===== config.mk =====
export PLATFORM = sky130hd
export DESIGN_NAME = pqs_front_flat
export DESIGN_NICKNAME = d
export VERILOG_FILES = /design/src/pqs_pkg.sv /design/src/pqs_req_if.sv /design/src/pqs_front.sv /design/src/flat_wrapper.sv
export SDC_FILE = /design/constraint.sdc
export NUM_CORES = 1
export LEC_CHECK = 0
export BUFFER_PORTS_ARGS = -buffer_cell sky130_fd_sc_hd__buf_2
export CORE_UTILIZATION = 50
export DETAILED_ROUTE_END_ITERATION = 10
export GPL_TIMING_DRIVEN = 1
export MAX_ROUTING_LAYER = met4
export PLACE_DENSITY = 0.77
export SLEW_MARGIN = 5
export SYNTH_ARGS = -nofsm -noshare
export SYNTH_HDL_FRONTEND = slang
export SYNTH_SLANG_ARGS = --single-unit

===== constraint.sdc =====
create_clock -name clk_i -period 7.8 [get_ports clk_i]
set_clock_uncertainty 0.1 [all_clocks]
set_input_delay 0.39 -clock clk_i [delete_from_list [all_inputs] [get_ports clk_i]]
set_output_delay 0.39 -clock clk_i [all_outputs]
set_load 0.005 [all_outputs]

===== src/pqs_pkg.sv =====
// ----------------------------------------------------------------------------
// pqs_pkg
// Shared types, widths and codes of the priority queue with a linear scan.
// ----------------------------------------------------------------------------
`default_nettype none

package pqs_pkg;

  localparam int unsigned DEPTH   = 1024;
  localparam int unsigned IDX_W   = $clog2(DEPTH);
  localparam int unsigned CNT_W   = $clog2(DEPTH + 1);
  localparam int unsigned DATA_W  = 32;
  localparam int unsigned ENTRY_W = 2 * DATA_W;

  localparam logic [1:0] OP_ENQ  = 2'd0;
  localparam logic [1:0] OP_DEQ  = 2'd1;
  localparam logic [1:0] OP_PEEK = 2'd2;

  localparam logic [1:0] STATUS_OK    = 2'd0;
  localparam logic [1:0] STATUS_EMPTY = 2'd1;
  localparam logic [1:0] STATUS_FULL  = 2'd2;

  typedef enum logic [1:0] {
    CMD_ENQ,
    CMD_DEQ,
    CMD_PEEK,
    CMD_NOP
  } cmd_kind_e;

  typedef struct packed {
    cmd_kind_e                 kind;
    logic signed [DATA_W-1:0]  value;
    logic signed [DATA_W-1:0]  prio;
  } cmd_t;

endpackage

`default_nettype wire


===== src/pqs_req_if.sv =====
// ----------------------------------------------------------------------------
// pqs_req_if
// Request channel: one operation and its entry per beat.
// ----------------------------------------------------------------------------
`default_nettype none

interface pqs_req_if;
  logic                               valid;
  logic                               ready;
  logic [1:0]                         op;
  logic signed [pqs_pkg::DATA_W-1:0]  item_value;
  logic signed [pqs_pkg::DATA_W-1:0]  item_priority;

  modport source (output valid, output op, output item_value, output item_priority,
                  input ready);
  modport sink (input valid, input op, input item_value, input item_priority,
                output ready);
endinterface

`default_nettype wire


===== src/pqs_front.sv =====
// ----------------------------------------------------------------------------
// pqs_front
// Accepts request beats, decodes the operation and holds the commands in a
// two-entry queue for the execution engine.
// ----------------------------------------------------------------------------
`default_nettype none

module pqs_front (
  input  wire logic          clk_i,
  input  wire logic          rst_ni,
  pqs_req_if.sink            req_i,
  output pqs_pkg::cmd_t      cmd_o,
  output logic               cmd_valid_o,
  input  wire logic          cmd_pop_i
);

  pqs_pkg::cmd_t q_mem_q [2];
  logic          wr_ptr_q, wr_ptr_d;
  logic          rd_ptr_q, rd_ptr_d;
  logic [1:0]    cnt_q, cnt_d;
  logic          push;
  pqs_pkg::cmd_t new_cmd;

  always_comb begin
    new_cmd.value = req_i.item_value;
    new_cmd.prio  = req_i.item_priority;
    case (req_i.op)
      pqs_pkg::OP_ENQ:  new_cmd.kind = pqs_pkg::CMD_ENQ;
      pqs_pkg::OP_DEQ:  new_cmd.kind = pqs_pkg::CMD_DEQ;
      pqs_pkg::OP_PEEK: new_cmd.kind = pqs_pkg::CMD_PEEK;
      default:          new_cmd.kind = pqs_pkg::CMD_NOP;
    endcase
  end

  assign req_i.ready = (cnt_q != 2'd2);
  assign push        = req_i.valid && req_i.ready;
  assign cmd_valid_o = (cnt_q != 2'd0);
  assign cmd_o       = q_mem_q[rd_ptr_q];

  always_comb begin
    wr_ptr_d = wr_ptr_q ^ push;
    rd_ptr_d = rd_ptr_q ^ cmd_pop_i;
    cnt_d    = cnt_q + {1'b0, push} - {1'b0, cmd_pop_i};
  end

  always_ff @(posedge clk_i) begin
    if (push) begin
      q_mem_q[wr_ptr_q] <= new_cmd;
    end
  end

  always_ff @(posedge clk_i or negedge rst_ni) begin
    if (!rst_ni) begin
      wr_ptr_q <= 1'b0;
      rd_ptr_q <= 1'b0;
      cnt_q    <= 2'd0;
    end else begin
      wr_ptr_q <= wr_ptr_d;
      rd_ptr_q <= rd_ptr_d;
      cnt_q    <= cnt_d;
    end
  end

endmodule

`default_nettype wire


===== src/flat_wrapper.sv =====
// flat-port wrapper written by rule: the top's interface ports become plain ports
module pqs_front_flat 
  (clk_i, rst_ni, cmd_o, cmd_valid_o, cmd_pop_i, req_i_valid, req_i_op, req_i_item_value, req_i_item_priority, req_i_ready);
  pqs_req_if req_i_i ();
  input  wire logic clk_i;
  input  wire logic rst_ni;
  output pqs_pkg::cmd_t cmd_o;
  output logic cmd_valid_o;
  input  wire logic cmd_pop_i;
  input wire logic [$bits(req_i_i.valid)-1:0] req_i_valid;
  input wire logic [$bits(req_i_i.op)-1:0] req_i_op;
  input wire logic [$bits(req_i_i.item_value)-1:0] req_i_item_value;
  input wire logic [$bits(req_i_i.item_priority)-1:0] req_i_item_priority;
  output wire logic [$bits(req_i_i.ready)-1:0] req_i_ready;
  assign req_i_i.valid = req_i_valid;
  assign req_i_i.op = req_i_op;
  assign req_i_i.item_value = req_i_item_value;
  assign req_i_i.item_priority = req_i_item_priority;
  assign req_i_ready = req_i_i.ready;
  pqs_front u_core (.clk_i(clk_i), .rst_ni(rst_ni), .req_i(req_i_i), .cmd_o(cmd_o), .cmd_valid_o(cmd_valid_o), .cmd_pop_i(cmd_pop_i));
endmodule

==> flow_metrics.tcl <==
set metrics [dict create \
    status "finished, final reports clean" \
    synthCells 226 \
    synth-seq-cells 136 \
    setup_viol_count_final 0 \
    pwr-share-clk_pct 32.4 \
    start_util_pct 51.8 \
    drive_gt1_share_pct 52.2 \
    startpoint_type "register" \
    nets 515 \
    slew_headroom_pct 31.0 \
    finalMaxSlewViolations 0 \
    htreeDepth 4 \
    overflow 0 \
    ant_nets 0 \
    routed_via_density 4.81 \
    synth-compound-area-share_pct 0 \
    syn_avg_cell_area_um2 22.5 \
    syn_to_final_growth_pct 41.5 \
    async_flop_share_pct 2.94 \
    crit_start "u_core.rd_ptr_q" \
    pin_count 138 \
    antenna_found_initial 0 \
    reg2reg_from "u_core.cnt_q[0]" \
    worstPathCellList "mux2_2 > buf_2" \
    fmax_mhz 371 \
    core_area_um2 9820 \
    hpwl_mm 5.10 \
    slowest_delay_ps 1120 \
    yosys.area_share.simple_pct 0.688 \
    numClockSinks 136 \
    fp-row-count 36 \
    netlist_top_cells_count "edfxtp_1 (132), mux2_2 (36), mux2_4 (30)" \
    place.gp.congestion 0.697 \
    synth-adder-area-share_pct 0.492 \
    clk_pin_slew_worst_paths_ps 60 \
    cellPowerDensity_nw_per_um2 356 \
    finalSetupTns_ps 0 \
    synth_top_family_by_area "multiplexers" \
    period_share_pct 34.6 \
    crit_slowest_cell "dfrtp_4" \
    synth_xor_xnor_area_share_pct 0.516 \
    yosysWarnings 0 \
    fp.dieW_um 103 \
    worst_pin_slew_ps 1040 \
    grt_pass1_vias 2917 \
    die_h_um 103 \
    reg2reg_depth 4 \
    combPwrFrac_pct 24.0 \
    switching_power_w 0.000648 \
    cts-root-buf "clkbuf_8" \
    crit_type "reg2out" \
    critical_path.max_fanout 67 \
    crit_path_end_kind "output port" \
    grt_max_degree 68 \
    p_leak_nw 2.85 \
    first_pass_iters 4 \
    cts_setup_buffers 0 \
    synth_mux_area_share_pct 17.0 \
    synth_nets 298 \
    cts_tree "done" \
    worst_ir_drop_vdd_uv 230 \
    critPathBufInv 1 \
    drt_iter0_markers 96 \
    dp_cells 489 \
    critPathTopFamily "flip-flops" \
    dieArea_um2 10600 \
    num_antenna_cells 0 \
    cts_buffer_depth 2 \
    portBuffers 137 \
    grt_pass1_wl_mm 14.2 \
    yosys_most_used_dff "edfxtp_1" \
    min_path_type "in2async" \
    grt_usage_pct 19.6 \
    sw_frac_of_total_pct 25.3 \
    seqPwrFrac_pct 43.6 \
    wl_per_cell_um 16.3 \
    post-synth-top-area-cell "edfxtp_1" \
    rrSetupSlack_ps 5510 \
    cts_buffers 17 \
    routed_wl_mm 9.58 \
    synth.distinct_cells 19 \
    layout_min_cycle_time_ps 2700 \
    rr_endpoint "u_core.q_mem_q[0][0]" \
    yosysMostFrequentCell "edfxtp_1" \
    arrival_ps 2210 \
    yosysSeqAreaShare_pct 79.8 \
    clkLatencyLatePin_ps 500 \
    vias 2834 \
    synth_edf_count 132 \
    finalHoldViolations 0 \
    synth_top_area_share_pct 77.9 \
    rsz0062_at_grt "false" \
    cap_violations 0 \
    synthTopCellsByArea "edfxtp_1 (78%), mux2_4 (8.8%), mux2_2 (8.0%)" \
    p_int_w 0.00192 \
    fin_cells 589 \
    required_ps 7310 \
    drc_errors 0 \
    synth_area_um2 5090 \
]
## final cells by class
cell class / count / area (um^2)
inverter: 3 / 11.3
tap: 133 / 166
sequential: 136 / 4070
timing repair buffer: 207 / 1380
clock buffer: 18 / 418
multi-input combinational: 78 / 956
fill: 628 / 2610
clock inverter: 14 / 205
## layer usage
metal	up-vias	share of wire [%]	GRT usage (%)
met5	-	0	-
met3	19	5.0	5.15
met1	1372	40	21.1
met4	0	1.6	9.21
li1	1330	-	-
met2	113	53	33.7
## power by group through the flow
stage	combinational, W	clock, W	sequential, W
3_5_place_dp	0.000587	0	0.00114
5_1_grt	0.000676	0.000868	0.00114
2_1_floorplan	0.000441	0	0.00105
3_3_place_gp	0.000582	0	0.00112
6_report	0.000616	0.000830	0.00112
4_1_cts	0.000617	0.000839	0.00112
## registers in the layout, indices dropped and copies added, names as in the netlist
name / count
u_core.q_mem_q: 132
u_core.cnt_q: 2
u_core.wr_ptr_q: 1
u_core.rd_ptr_q: 1
## metrics by stage
step / util (%) / hold WS, ps / total power [W] / area, um^2 / setup slack, ps
floorplan: - / -5.59 / 0.00149 / 5090 / 5010
global placement: 60.1 / 101 / 0.00171 / 5900 / 5550
detailed placement: 60.1 / 105 / 0.00172 / 5900 / 5490
CTS: 73.4 / 109 / 0.00258 / 7210 / 5060
global route: 73.4 / 151 / 0.00268 / 7210 / 4980
finish: 73.4 / 153 / 0.00257 / 7210 / 5100
## timing repair
item / 4_1_cts / 5_1_grt
hold endpoints to repair: 137 / 0
hold buffers: 68 / 0
gates resized for setup: 0 / 0
## cell usage in the layout (no fill, tap or decap), drive strengths merged
| cell type | synthesis | routed |
|---|---|---|
| or2 | 1 | 1 |
| nand2b | 1 | 1 |
| bufinv | 0 | 5 |
| edfxtp | 132 | 132 |
| buf | 7 | 139 |
| and2 | 1 | 1 |
| dlygate4sd3 | 0 | 68 |
| clkbuf | 2 | 18 |
| dfrtp | 4 | 4 |
| inv | 3 | 3 |
| xnor2 | 2 | 2 |
| nand2 | 1 | 1 |
| mux2i | 1 | 1 |
| nor2b | 1 | 1 |
| clkinvlp | 0 | 2 |
| ha | 2 | 2 |
| xor2 | 1 | 1 |
| mux2 | 66 | 66 |
| and3 | 1 | 1 |
| clkinv | 0 | 7 |
## how the worst max path moves through the flow
stage                           end  slack, ps  cells after the start
4_1_cts                    cmd_o[5]       5060                      2
6_report                   cmd_o[2]       5100                      2
5_1_grt                    cmd_o[2]       4980                      2
2_1_floorplan  u_core.q_mem_q[0][0]       5010                      3
3_3_place_gp   u_core.q_mem_q[0][8]       5550                      4
3_5_place_dp   u_core.q_mem_q[0][8]       5490                      4
## kinds of logic after synthesis
logic type,count (synthesis)
buffers and inverters,12
xor gates and xnor gates,3
muxes,67
and+or+nand+nor,6
adders and majority gates,2
DFF,136
No activity file was read; power rests on OpenSTA's default activity.
